`src/rtl/pvt_pkg.sv`:
```
// Types, constants and helper functions for the position and velocity tracker.
// Used by pvt_div and position_velocity_tracker.
`timescale 1ns / 1ps

package pvt_pkg;

	localparam int POS_W     = 12;
	localparam int VEL_W     = 21;
	localparam int CAP_W     = 20;
	localparam int ALPHA_W   = 9;
	localparam int RATIO_W   = 18;
	localparam int TIME_W    = 32;
	localparam int CNT_W     = 8;
	localparam int DT_W      = 10;
	localparam int DIV_NUM_W = 32;
	localparam int DIV_DEN_W = 10;
	localparam int DIV_CNT_W = 6;
	localparam int CFG_IDX_W = 3;
	localparam int CFG_W     = 20;
	localparam int MUL_A_W   = 10;
	localparam int MUL_B_W   = 32;
	localparam int PROD_W    = 43;
	localparam int RND_W     = 35;

	localparam logic [1:0] MODE_RESTART = 2'd0;
	localparam logic [1:0] MODE_MISS    = 2'd1;
	localparam logic [1:0] MODE_DETECT  = 2'd2;

	localparam logic [CFG_IDX_W-1:0] REG_VEL_ALPHA   = 3'd0;
	localparam logic [CFG_IDX_W-1:0] REG_ACCEL_ALPHA = 3'd1;
	localparam logic [CFG_IDX_W-1:0] REG_MARKER_CAP  = 3'd2;
	localparam logic [CFG_IDX_W-1:0] REG_TARGET_CAP  = 3'd3;
	localparam logic [CFG_IDX_W-1:0] REG_ACCEL_CAP   = 3'd4;
	localparam logic [CFG_IDX_W-1:0] REG_MARKER_JUMP = 3'd5;
	localparam logic [CFG_IDX_W-1:0] REG_TARGET_JUMP = 3'd6;
	localparam logic [CFG_IDX_W-1:0] REG_MIN_HEIGHT  = 3'd7;

	localparam logic [1:0] CH_MARKER = 2'd0;
	localparam logic [1:0] CH_TARGET = 2'd1;
	localparam logic [1:0] CH_ACCEL  = 2'd2;

	typedef struct packed {
		logic                 start;
		logic [DIV_NUM_W-1:0] num;
		logic [DIV_DEN_W-1:0] den;
	} div_req_t;

	typedef enum logic [12:0] {
		S_IDLE  = 13'b0000000000001,
		S_PREP  = 13'b0000000000010,
		S_RATIO = 13'b0000000000100,
		S_DEC1  = 13'b0000000001000,
		S_DEC2  = 13'b0000000010000,
		S_DEC3  = 13'b0000000100000,
		S_CHAN  = 13'b0000001000000,
		S_DIFF  = 13'b0000010000000,
		S_VDIV  = 13'b0000100000000,
		S_EMA1  = 13'b0001000000000,
		S_EMA2  = 13'b0010000000000,
		S_EMA3  = 13'b0100000000000,
		S_OUT   = 13'b1000000000000
	} state_t;

	// Q.8 round to nearest, ties away from zero.
	function automatic logic signed [RND_W-1:0] rnd8(input logic signed [PROD_W-1:0] x);
		logic signed [PROD_W-1:0] m;
		logic signed [PROD_W-1:0] r;
		m = (x < 0) ? -x : x;
		r = (m + PROD_W'(128)) >>> 8;
		if (x < 0)
			r = -r;
		return r[RND_W-1:0];
	endfunction

	function automatic logic signed [VEL_W-1:0] clamp_mag(input logic signed [RND_W-1:0] v,
			input logic [CAP_W-1:0] cap);
		logic signed [RND_W-1:0] c;
		logic signed [RND_W-1:0] r;
		c = $signed({{(RND_W-CAP_W){1'b0}}, cap});
		if (v > c)
			r = c;
		else if (v < -c)
			r = -c;
		else
			r = v;
		return r[VEL_W-1:0];
	endfunction

	function automatic logic [POS_W:0] abs_diff(input logic [POS_W-1:0] a,
			input logic [POS_W-1:0] b);
		return (a >= b) ? {1'b0, a - b} : {1'b0, b - a};
	endfunction

	function automatic logic [ALPHA_W-1:0] alpha_clamp(input logic [ALPHA_W-1:0] r);
		if (r < ALPHA_W'(13))
			return ALPHA_W'(13);
		else if (r > ALPHA_W'(256))
			return ALPHA_W'(256);
		return r;
	endfunction

endpackage

```
`src/rtl/position_velocity_tracker.sv`:
```
// Position and velocity tracker: gates positions and keeps smoothed velocities.
// Depends on pvt_pkg and pvt_div.
//
// Input channel (in_valid / in_stall) carries one frame item: restart, miss or
// detection. Output channel (out_valid / out_stall) returns one result item per
// frame. Configuration is a plain write port (cfg_we, cfg_index, cfg_data).
// One item is worked at a time; in_stall is high from acceptance until the
// sequencer is back in idle. Restart, miss and unused mode go from S_PREP
// straight to S_OUT, where the output register loads. A detection shares one
// multiplier and one bit-serial divider: the step ratio is a reciprocal
// multiply, each valid velocity takes a divide and the acceleration none.
// The next item can be taken in the cycle after the result loads. A finished
// result waits in the output register while out_stall is high; the next item
// is accepted meanwhile but its result holds until the register frees. Reset
// clears all tracking state and loads the configuration defaults; no item is
// in flight.
`timescale 1ns / 1ps

module position_velocity_tracker #(
	parameter int BASE_STEP_MS   = 16,
	parameter int RELEASE_MISSES = 3,
	parameter int END_FRAMES     = 30
) (
	input  logic                               clk,
	input  logic                               arst_n,
	input  logic                               in_valid,
	output logic                               in_stall,
	input  logic [1:0]                         mode,
	input  logic [pvt_pkg::POS_W-1:0]          target_pos,
	input  logic [pvt_pkg::POS_W-1:0]          marker_center,
	input  logic [pvt_pkg::POS_W-1:0]          marker_height,
	input  logic                               has_bounds,
	input  logic [pvt_pkg::TIME_W-1:0]         time_ms,
	output logic                               out_valid,
	input  logic                               out_stall,
	output logic [pvt_pkg::POS_W-1:0]          target_out,
	output logic [pvt_pkg::POS_W-1:0]          marker_out,
	output logic [pvt_pkg::POS_W-1:0]          height_out,
	output logic signed [pvt_pkg::VEL_W-1:0]   marker_velocity,
	output logic signed [pvt_pkg::VEL_W-1:0]   target_velocity,
	output logic signed [pvt_pkg::VEL_W-1:0]   target_accel,
	output logic [pvt_pkg::RATIO_W-1:0]        step_ratio,
	output logic                               release_request,
	output logic                               round_end,
	input  logic                               cfg_we,
	input  logic [pvt_pkg::CFG_IDX_W-1:0]      cfg_index,
	input  logic [pvt_pkg::CFG_W-1:0]          cfg_data
);
	import pvt_pkg::*;

	// step ratio numerator dt*256 + base/2 stays below 2^18
	localparam int RATIO_NUM_W = 18;
	localparam int RATIO_SH = RATIO_NUM_W + $clog2(BASE_STEP_MS);
	localparam longint RATIO_M = ((longint'(1) << RATIO_SH) + BASE_STEP_MS - 1) / BASE_STEP_MS;
	localparam logic signed [MUL_B_W-1:0] RATIO_MUL = MUL_B_W'(RATIO_M * 256);
	localparam logic signed [PROD_W-1:0] RATIO_ADD = PROD_W'(RATIO_M * (BASE_STEP_MS / 2));
	localparam logic [CNT_W-1:0] REL_CNT = CNT_W'(RELEASE_MISSES);
	localparam logic [CNT_W-1:0] END_CNT = CNT_W'(END_FRAMES);
	localparam logic [CNT_W-1:0] CNT_MAX = '1;

	// configuration
	logic [ALPHA_W-1:0] va_q, aa_q;
	logic [CAP_W-1:0]   mcap_q, tcap_q, acap_q;
	logic [POS_W-1:0]   mjump_q, tjump_q, minh_q;

	// latched item
	logic [1:0]        mode_q;
	logic [POS_W-1:0]  tp_q, mc_q, mh_q;
	logic              bounds_q;
	logic [TIME_W-1:0] time_q;

	// tracking state
	logic [POS_W-1:0]        prev_marker_q, prev_target_q, good_height_q, good_center_q;
	logic                    prev_marker_valid_q, prev_target_valid_q, good_center_valid_q;
	logic                    prev_time_valid_q;
	logic [TIME_W-1:0]       prev_time_q;
	logic signed [VEL_W-1:0] mvel_q, tvel_q, ptvel_q, accel_q;
	logic [CNT_W-1:0]        run_misses_q, total_misses_q;

	// work registers
	state_t                     state_q;
	logic [DT_W-1:0]            dt_q;
	logic                       decay_q, mvalid_q, tvalid_q;
	logic [6:0]                 factor_q;
	logic signed [POS_W:0]      mdiff_q, tdiff_q;
	logic [1:0]                 chan_q;
	logic signed [MUL_B_W-1:0]  raw_q;
	logic signed [PROD_W-1:0]   prod_q, sum_q;
	logic                       div_run_q;
	logic [RATIO_W-1:0]         ratio_q;
	logic [POS_W-1:0]           res_tp_q, res_mc_q, res_mh_q;
	logic                       rel_q, end_q;
	logic                       out_valid_q;

	// prep logic
	logic [POS_W-1:0]  mc_g, mh_g, tp_g, mh_o;
	logic [TIME_W-1:0] tdelta;
	logic [DT_W-1:0]   dt_n;
	logic [POS_W-1:0]  reset_jump;
	logic              long_miss, decay_n, mvalid_n;
	logic [6:0]        factor_n;
	logic [CNT_W-1:0]  run_inc, total_inc;

	// shared units
	logic [MUL_A_W-1:0]         mul_a;
	logic signed [MUL_B_W-1:0]  mul_b;
	logic [ALPHA_W-1:0]         alpha;
	logic [CAP_W-1:0]           cap;
	logic signed [VEL_W-1:0]    old_v;
	logic signed [VEL_W-1:0]    ema_v;
	logic signed [PROD_W-1:0]   prod_mag;
	div_req_t                   div_req;
	logic                       div_done;
	logic [DIV_NUM_W-1:0]       div_quot;
	logic                       out_free;

	assign in_stall = (state_q != S_IDLE);
	assign out_free = !out_valid_q || !out_stall;

	always_comb begin
		long_miss = run_misses_q >= CNT_W'(2);
		mc_g = mc_q;
		mh_g = mh_q;
		if (!bounds_q && good_center_valid_q &&
				abs_diff(mc_q, good_center_q) > {1'b0, mjump_q}) begin
			mc_g = good_center_q;
			mh_g = good_height_q;
		end
		tp_g = tp_q;
		if (prev_target_valid_q && abs_diff(tp_q, prev_target_q) > {1'b0, tjump_q})
			tp_g = prev_target_q;
		mh_o = mh_g;
		if (mh_g < minh_q && good_height_q != '0)
			mh_o = good_height_q;
		tdelta = time_q - prev_time_q;
		dt_n = DT_W'(BASE_STEP_MS);
		if (prev_time_valid_q && time_q > prev_time_q)
			dt_n = (tdelta > TIME_W'(1000)) ? DT_W'(1000) : tdelta[DT_W-1:0];
		reset_jump = (mjump_q < POS_W'(50)) ? POS_W'(50) : mjump_q;
		decay_n = long_miss || dt_n > DT_W'(300);
		factor_n = 7'd77;
		if (dt_n > DT_W'(800))
			factor_n = 7'd0;
		else if (dt_n > DT_W'(500))
			factor_n = 7'd26;
		mvalid_n = prev_marker_valid_q && !decay_n &&
			!(abs_diff(mc_g, prev_marker_q) > {1'b0, reset_jump});
		run_inc   = (run_misses_q == CNT_MAX) ? CNT_MAX : run_misses_q + 1'b1;
		total_inc = (total_misses_q == CNT_MAX) ? CNT_MAX : total_misses_q + 1'b1;
	end

	always_comb begin
		case (chan_q)
			CH_MARKER: begin
				alpha = va_q;
				cap   = (mcap_q < CAP_W'(256)) ? CAP_W'(256) : mcap_q;
				old_v = mvel_q;
			end
			CH_TARGET: begin
				alpha = va_q;
				cap   = (tcap_q < CAP_W'(256)) ? CAP_W'(256) : tcap_q;
				old_v = tvel_q;
			end
			default: begin
				alpha = aa_q;
				cap   = (acap_q < CAP_W'(128)) ? CAP_W'(128) : acap_q;
				old_v = accel_q;
			end
		endcase
	end

	always_comb begin
		mul_a = '0;
		mul_b = '0;
		case (state_q)
			// step ratio by reciprocal multiply, taken in S_RATIO
			S_PREP: begin
				mul_a = dt_n;
				mul_b = RATIO_MUL;
			end
			S_DEC1: begin
				mul_a = MUL_A_W'(factor_q);
				mul_b = MUL_B_W'(tvel_q);
			end
			S_DEC2: begin
				mul_a = MUL_A_W'(factor_q);
				mul_b = MUL_B_W'(accel_q);
			end
			S_DIFF: begin
				mul_a = MUL_A_W'(BASE_STEP_MS);
				mul_b = (chan_q == CH_MARKER) ? MUL_B_W'(mdiff_q) : MUL_B_W'(tdiff_q);
			end
			S_EMA1: begin
				mul_a = MUL_A_W'(alpha);
				mul_b = raw_q;
			end
			S_EMA2: begin
				mul_a = MUL_A_W'(10'd256 - MUL_A_W'(alpha));
				mul_b = MUL_B_W'(old_v);
			end
			default: begin
				mul_a = '0;
				mul_b = '0;
			end
		endcase
	end

	assign prod_mag = (prod_q < 0) ? -prod_q : prod_q;
	assign ema_v = clamp_mag(rnd8(sum_q + prod_q), cap);

	always_comb begin
		div_req.start = (state_q == S_VDIV) && !div_run_q;
		div_req.num   = {prod_mag[23:0], 8'd0} + DIV_NUM_W'(dt_q[DT_W-1:1]);
		div_req.den   = dt_q;
	end

	pvt_div u_div (
		.clk    (clk),
		.arst_n (arst_n),
		.req    (div_req),
		.done   (div_done),
		.quot   (div_quot)
	);

	always_ff @(posedge clk) begin
		prod_q <= $signed({1'b0, mul_a}) * mul_b;
	end

	// configuration registers
	always_ff @(posedge clk or negedge arst_n) begin
		if (!arst_n) begin
			va_q    <= ALPHA_W'(77);
			aa_q    <= ALPHA_W'(77);
			mcap_q  <= CAP_W'(25600);
			tcap_q  <= CAP_W'(25600);
			acap_q  <= CAP_W'(12800);
			mjump_q <= POS_W'(80);
			tjump_q <= POS_W'(80);
			minh_q  <= POS_W'(10);
		end else if (cfg_we) begin
			case (cfg_index)
				REG_VEL_ALPHA:   va_q    <= alpha_clamp(cfg_data[ALPHA_W-1:0]);
				REG_ACCEL_ALPHA: aa_q    <= alpha_clamp(cfg_data[ALPHA_W-1:0]);
				REG_MARKER_CAP:  mcap_q  <= cfg_data;
				REG_TARGET_CAP:  tcap_q  <= cfg_data;
				REG_ACCEL_CAP:   acap_q  <= cfg_data;
				REG_MARKER_JUMP: mjump_q <= cfg_data[POS_W-1:0];
				REG_TARGET_JUMP: tjump_q <= cfg_data[POS_W-1:0];
				REG_MIN_HEIGHT:  minh_q  <= cfg_data[POS_W-1:0];
				default:         minh_q  <= minh_q;
			endcase
		end
	end

	// payload latched on accept
	always_ff @(posedge clk) begin
		if (in_valid && !in_stall) begin
			mode_q   <= mode;
			tp_q     <= target_pos;
			mc_q     <= marker_center;
			mh_q     <= marker_height;
			bounds_q <= has_bounds;
			time_q   <= time_ms;
		end
	end

	always_ff @(posedge clk or negedge arst_n) begin
		if (!arst_n) begin
			state_q             <= S_IDLE;
			prev_marker_q       <= '0;
			prev_target_q       <= '0;
			good_height_q       <= '0;
			good_center_q       <= '0;
			prev_marker_valid_q <= 1'b0;
			prev_target_valid_q <= 1'b0;
			good_center_valid_q <= 1'b0;
			prev_time_valid_q   <= 1'b0;
			prev_time_q         <= '0;
			mvel_q              <= '0;
			tvel_q              <= '0;
			ptvel_q             <= '0;
			accel_q             <= '0;
			run_misses_q        <= '0;
			total_misses_q      <= '0;
			div_run_q           <= 1'b0;
			out_valid_q         <= 1'b0;
		end else begin
			if (state_q != S_OUT && out_valid_q && !out_stall)
				out_valid_q <= 1'b0;
			case (state_q)
				S_IDLE: begin
					if (in_valid)
						state_q <= S_PREP;
				end
				S_PREP: begin
					if (mode_q != MODE_DETECT) begin
						res_tp_q <= '0;
						res_mc_q <= '0;
						res_mh_q <= '0;
						ratio_q  <= '0;
					end
					rel_q <= (mode_q == MODE_MISS) && (run_inc >= REL_CNT);
					end_q <= (mode_q == MODE_MISS) && (total_inc >= END_CNT);
					case (mode_q)
						MODE_RESTART: begin
							run_misses_q        <= '0;
							total_misses_q      <= '0;
							prev_marker_valid_q <= 1'b0;
							prev_target_valid_q <= 1'b0;
							mvel_q              <= '0;
							tvel_q              <= '0;
							prev_time_valid_q   <= 1'b0;
							good_height_q       <= '0;
							good_center_q       <= '0;
							good_center_valid_q <= 1'b0;
							state_q             <= S_OUT;
						end
						MODE_MISS: begin
							run_misses_q   <= run_inc;
							total_misses_q <= total_inc;
							state_q        <= S_OUT;
						end
						MODE_DETECT: begin
							run_misses_q   <= '0;
							total_misses_q <= '0;
							if (mh_g >= minh_q)
								good_height_q <= mh_g;
							if (bounds_q) begin
								good_center_q       <= mc_g;
								good_center_valid_q <= 1'b1;
							end
							prev_time_q         <= time_q;
							prev_time_valid_q   <= 1'b1;
							dt_q                <= dt_n;
							decay_q             <= decay_n;
							factor_q            <= factor_n;
							mvalid_q            <= mvalid_n;
							tvalid_q            <= prev_target_valid_q && !decay_n;
							mdiff_q             <= $signed({1'b0, mc_g}) - $signed({1'b0, prev_marker_q});
							tdiff_q             <= $signed({1'b0, tp_g}) - $signed({1'b0, prev_target_q});
							prev_marker_q       <= mc_g;
							prev_marker_valid_q <= 1'b1;
							prev_target_q       <= tp_g;
							prev_target_valid_q <= 1'b1;
							res_tp_q            <= tp_g;
							res_mc_q            <= mc_g;
							res_mh_q            <= mh_o;
							chan_q              <= CH_MARKER;
							state_q             <= S_RATIO;
						end
						default: state_q <= S_OUT;
					endcase
				end
				S_RATIO: begin
					ratio_q <= RATIO_W'((prod_q + RATIO_ADD) >>> RATIO_SH);
					state_q <= decay_q ? S_DEC1 : S_CHAN;
				end
				S_DEC1: state_q <= S_DEC2;
				S_DEC2: begin
					ptvel_q <= VEL_W'(rnd8(prod_q));
					state_q <= S_DEC3;
				end
				S_DEC3: begin
					accel_q <= VEL_W'(rnd8(prod_q));
					state_q <= S_CHAN;
				end
				S_CHAN: begin
					case (chan_q)
						CH_MARKER: begin
							if (mvalid_q) begin
								state_q <= S_DIFF;
							end else begin
								mvel_q <= '0;
								chan_q <= CH_TARGET;
							end
						end
						CH_TARGET: begin
							if (tvalid_q) begin
								state_q <= S_DIFF;
							end else begin
								tvel_q <= '0;
								chan_q <= CH_ACCEL;
							end
						end
						default: begin
							raw_q   <= MUL_B_W'(tvel_q) - MUL_B_W'(ptvel_q);
							state_q <= S_EMA1;
						end
					endcase
				end
				S_DIFF: state_q <= S_VDIV;
				S_VDIV: begin
					if (!div_run_q) begin
						div_run_q <= 1'b1;
						sum_q     <= prod_q;
					end else if (div_done) begin
						div_run_q <= 1'b0;
						raw_q     <= (sum_q < 0) ? -$signed(div_quot) : $signed(div_quot);
						state_q   <= S_EMA1;
					end
				end
				S_EMA1: state_q <= S_EMA2;
				S_EMA2: begin
					sum_q   <= prod_q;
					state_q <= S_EMA3;
				end
				S_EMA3: begin
					case (chan_q)
						CH_MARKER: begin
							mvel_q  <= ema_v;
							chan_q  <= CH_TARGET;
							state_q <= S_CHAN;
						end
						CH_TARGET: begin
							tvel_q  <= ema_v;
							chan_q  <= CH_ACCEL;
							state_q <= S_CHAN;
						end
						default: begin
							accel_q <= ema_v;
							ptvel_q <= tvel_q;
							state_q <= S_OUT;
						end
					endcase
				end
				S_OUT: begin
					if (out_free) begin
						out_valid_q <= 1'b1;
						state_q     <= S_IDLE;
					end
				end
				default: state_q <= S_IDLE;
			endcase
		end
	end

	// output register, loaded as the sequencer leaves S_OUT
	always_ff @(posedge clk) begin
		if (state_q == S_OUT && out_free) begin
			target_out      <= res_tp_q;
			marker_out      <= res_mc_q;
			height_out      <= res_mh_q;
			marker_velocity <= mvel_q;
			target_velocity <= tvel_q;
			target_accel    <= accel_q;
			step_ratio      <= ratio_q;
			release_request <= rel_q;
			round_end       <= end_q;
		end
	end

	assign out_valid = out_valid_q;

endmodule

```
`src/rtl/pvt_div.sv`:
```
// Restoring divider, one quotient bit per cycle, unsigned.
// Depends on pvt_pkg for widths and the request struct.
`timescale 1ns / 1ps

module pvt_div (
	input  logic                          clk,
	input  logic                          arst_n,
	input  pvt_pkg::div_req_t             req,
	output logic                          done,
	output logic [pvt_pkg::DIV_NUM_W-1:0] quot
);
	import pvt_pkg::*;

	logic [DIV_DEN_W-1:0] rem_q;
	logic [DIV_DEN_W-1:0] den_q;
	logic [DIV_NUM_W-1:0] quo_q;
	logic [DIV_CNT_W-1:0] cnt_q;
	logic                 busy_q;
	logic                 done_q;
	logic [DIV_DEN_W:0]   trial;
	logic [DIV_DEN_W:0]   sub;
	logic                 ge;

	assign trial = {rem_q, quo_q[DIV_NUM_W-1]};
	assign ge    = trial >= {1'b0, den_q};
	assign sub   = trial - {1'b0, den_q};

	always_ff @(posedge clk or negedge arst_n) begin
		if (!arst_n) begin
			busy_q <= 1'b0;
			done_q <= 1'b0;
			cnt_q  <= '0;
		end else begin
			done_q <= 1'b0;
			if (req.start) begin
				busy_q <= 1'b1;
				cnt_q  <= DIV_CNT_W'(DIV_NUM_W);
			end else if (busy_q) begin
				cnt_q <= cnt_q - 1'b1;
				if (cnt_q == DIV_CNT_W'(1)) begin
					busy_q <= 1'b0;
					done_q <= 1'b1;
				end
			end
		end
	end

	always_ff @(posedge clk) begin
		if (req.start) begin
			quo_q <= req.num;
			rem_q <= '0;
			den_q <= req.den;
		end else if (busy_q) begin
			rem_q <= ge ? sub[DIV_DEN_W-1:0] : trial[DIV_DEN_W-1:0];
			quo_q <= {quo_q[DIV_NUM_W-2:0], ge};
		end
	end

	assign done = done_q;
	assign quot = quo_q;

endmodule

```
`config.mk`:
```
export PLATFORM = sky130hd
export DESIGN_NAME = position_velocity_tracker
export DESIGN_NICKNAME = d
export VERILOG_FILES = /design/src/rtl/pvt_pkg.sv /design/src/rtl/position_velocity_tracker.sv /design/src/rtl/pvt_div.sv
export SDC_FILE = /design/constraint.sdc
export NUM_CORES = 2
export LEC_CHECK = 0
export BUFFER_PORTS_ARGS = -buffer_cell sky130_fd_sc_hd__buf_4
export CAP_MARGIN = 20
export CORE_MARGIN = 8
export CORE_UTILIZATION = 69
export CTS_CLUSTER_DIAMETER = 200
export DETAILED_ROUTE_END_ITERATION = 10
export HOLD_SLACK_MARGIN = 0.15
export PLACE_DENSITY = 0.93
export SYNTH_ARGS = -nofsm -noshare
export SYNTH_HDL_FRONTEND = slang
export SYNTH_HIERARCHICAL = 1
export SYNTH_SLANG_ARGS = --single-unit
```
`constraint.sdc`:
```
create_clock -name clk -period 21.8 [get_ports clk]
set_input_delay 1.09 -clock clk [delete_from_list [all_inputs] [get_ports clk]]
set_output_delay 1.09 -clock clk [all_outputs]
set_load 0.05 [all_outputs]
```
==> metrics.yaml <==
status: "finished, final reports clean"
drc: 0
setup_tns_ps: 0
grt_max_degree: 78
syn_avg_cell_area_um2: 9.50
clk_pin_slew_ps: 60
grt_pass1_wl_um: 278000
synth_area_leaders: "edfxtp_1 (20%), dfrtp_1 (12%), fa_1 (9.5%)"
grt_setup_unrepaired: "false"
crit_type: "flop to flop"
drtIter0Drc: 5847
required_ps: 22410
cp_max_fo: 33
ctsResizeCount: 0
yosys_most_used_dff: "edfxtp_1"
layout_common_cells: "inv_1 (645), nand2_1 (637), nor2_1 (527)"
place_worst_setup_slack_ps: 8450
powerDensity_nw_per_um2: 77.6
post-route-min-period_ps: 13070
layout.cell_area.non_filler_um2: 65500
final_common_cell: "inv_1"
synth_top_area_share_pct: 20.5
setup_viol: 0
die-area_um2: 96200
grt_remaining_overflow: 0
synth_top_area_cell: "edfxtp_1"
power_frac_seq_pct: 38.5
rows: 108
path_delay_family: "compound AO/OA/AOI/OAI gates"
async_flop_share_pct: 40.9
combinationalPowerShare_pct: 32.3
ys_types: 114
swShare_pct: 35.7
postCtsSetupBuffers: 0
synth_edf_count: 407
cts_sinks: 779
critPathLaunchType: "flop"
synth_cells: 6285
p_leak_nw: 28.3
routed_via_density: 6.55
drive_above_1_share_pct: 10.8
peakVddDrop_mv: 0.0724
finClkSkew_ps: 26.5
grt_pass1_vias: 50600
setup_ws_ps: 8730
dpl-instance-area_um2: 62500
ant_nets: 0
fmax_mhz: 76.5
switchingPower_mw: 1.82
die_h_um: 310
gp_congestion: 1.01
p_total_mw: 5.08
clock_power_share_pct: 29.2
slew-limit-headroom_pct: 17.7
hp-class: "primary input to asynchronous set/reset pin"
fill_cells: 5668
first_pass_iters: 6
antenna_found_initial: 15
area_growth_pct: 9.61
report.final.slew_viol_count: 0
ys_warn_count: 6
vias: 50200
finalNonFillerCells: 7656
place_inst: 7484
hold_buffers: 0
crit_start: "time_q[1]"
cts_tree: "done"
power.internal_mw: 3.27
multi_input_area_um2: 35200
wire_per_inst_um: 23.2
tightest_slew_ps: 1230
slowest_delay_ps: 540
finalHoldViolations: 0
die_w_um: 310
finalCritPeriodShare_pct: 60.0
slowest_stage: "fa_1"
io_pins: 220
maxCapViolCount: 0
syn-cell-area_um2: 59700
portBuffers: 219
clockBufferDepth: 3
end_kind: "flop"
numCtsBuffers: 83
arrival_ps: 13680
root_buffer: "clkbuf_16"
seqCellArea_um2: 21300
htree_levels: 3
rr_startpoint: "time_q[1]"
fin_nets: 7204
drt-total-wl_um: 178000
grt_use_total_pct: 36.6
dp_hpwl_um: 132000
path_common_cell: "o21ai_0"
synth.ff_latch_count: 779
core-area_um2: 86300
initial_utilization_pct: 69.2
cp_num_buf_inv: 3
clkLatencyLatePin_ps: 700
ys_seq_area_share_pct: 35.6
[logic make-up (layout without fill, tap and decap cells)]
kind of cell | after synthesis | count (layout) | synth area share (%)
AO/OA/AOI/OAI | 1386 | 1386 | 15.4
buffers and inverters | 896 | 1091 | 5.72
AND/OR/NAND/NOR | 1883 | 1883 | 14.8
flip-flops | 779 | 779 | 35.6
other | 1 | 22 | 0.00628
multiplexers | 266 | 266 | 4.82
XOR/XNOR | 392 | 392 | 5.77
adder cells (fa/ha/maj) | 682 | 682 | 17.9
[cell usage after synthesis (all sizes together), types with 69 or more instances]
cell type / n
inv: 645
nand2: 637
nor2: 528
edfxtp: 407
ha: 398
o21ai: 349
a21oi: 346
dfrtp: 295
fa: 284
xnor2: 243
clkbuf: 206
mux2: 168
xor2: 149
a21o: 147
nor3: 125
nand3: 108
mux2i: 98
and2: 69
[through the flow]
step	util, %	hold WS (ps)
final	75.8	331
after global routing	75.8	328
after CTS	75.6	320
after detailed placement	72.4	405
after global placement	72.3	402
after floorplan	-	400
[metal layers]
layer	vias up	routed length, µm	global-route usage, %
met4	8	13000	22.6
li1	22300	-	-
met3	787	19000	9.79
met5	-	57	0
met2	3005	81400	58.9
met1	24100	64400	43.8
[registers in the layout (all words and copies together), names as in the netlist, 21 cells and up]
register         flops
time_q              32
prev_time_q         32
target_velocity     21
mvel_q              21
sum_q               43
u_div/quot          32
raw_q               32
tvel_q              21
ptvel_q             21
target_accel        21
prod_q              43
marker_velocity     21
accel_q             21
[path summary, 6_finish.rpt]
| check | end | slack, ps | depth (start not counted) |
|---|---|---|---|
| max | prod_q[41] | 8730 | 51 |
| min | good_center_q[6] | 330 | 1 |
| min reg2reg | height_out[9] | 420 | 0 |
| min in group clk | height_out[9] | 420 | 0 |
| max reg2reg | prod_q[41] | 8730 | 51 |
| max in group asynchronous | tvel_q[18] | 19540 | 3 |
[cell type report]
type,count,share of cell area (%)
tap,1155,2.21
clock buffer,95,3.30
multi-input combinational,4624,53.7
inverter,649,3.72
sequential,779,32.5
antenna,7,0.0268
clock inverter,61,1.00
timing repair buffer,286,3.46
[power groups by stage]
| stage | clock network (mW) | logic, mW | registers [mW] |
|---|---|---|---|
| 2_1_floorplan | 0 | 1.13 | 1.92 |
| 3_3_place_gp | 0 | 1.47 | 1.96 |
| 3_5_place_dp | 0 | 1.55 | 1.97 |
| 4_1_cts | 1.49 | 1.60 | 1.94 |
| 5_1_grt | 1.54 | 1.78 | 1.96 |
| 6_report | 1.48 | 1.64 | 1.96 |
(Power assumes the default switching activity.)
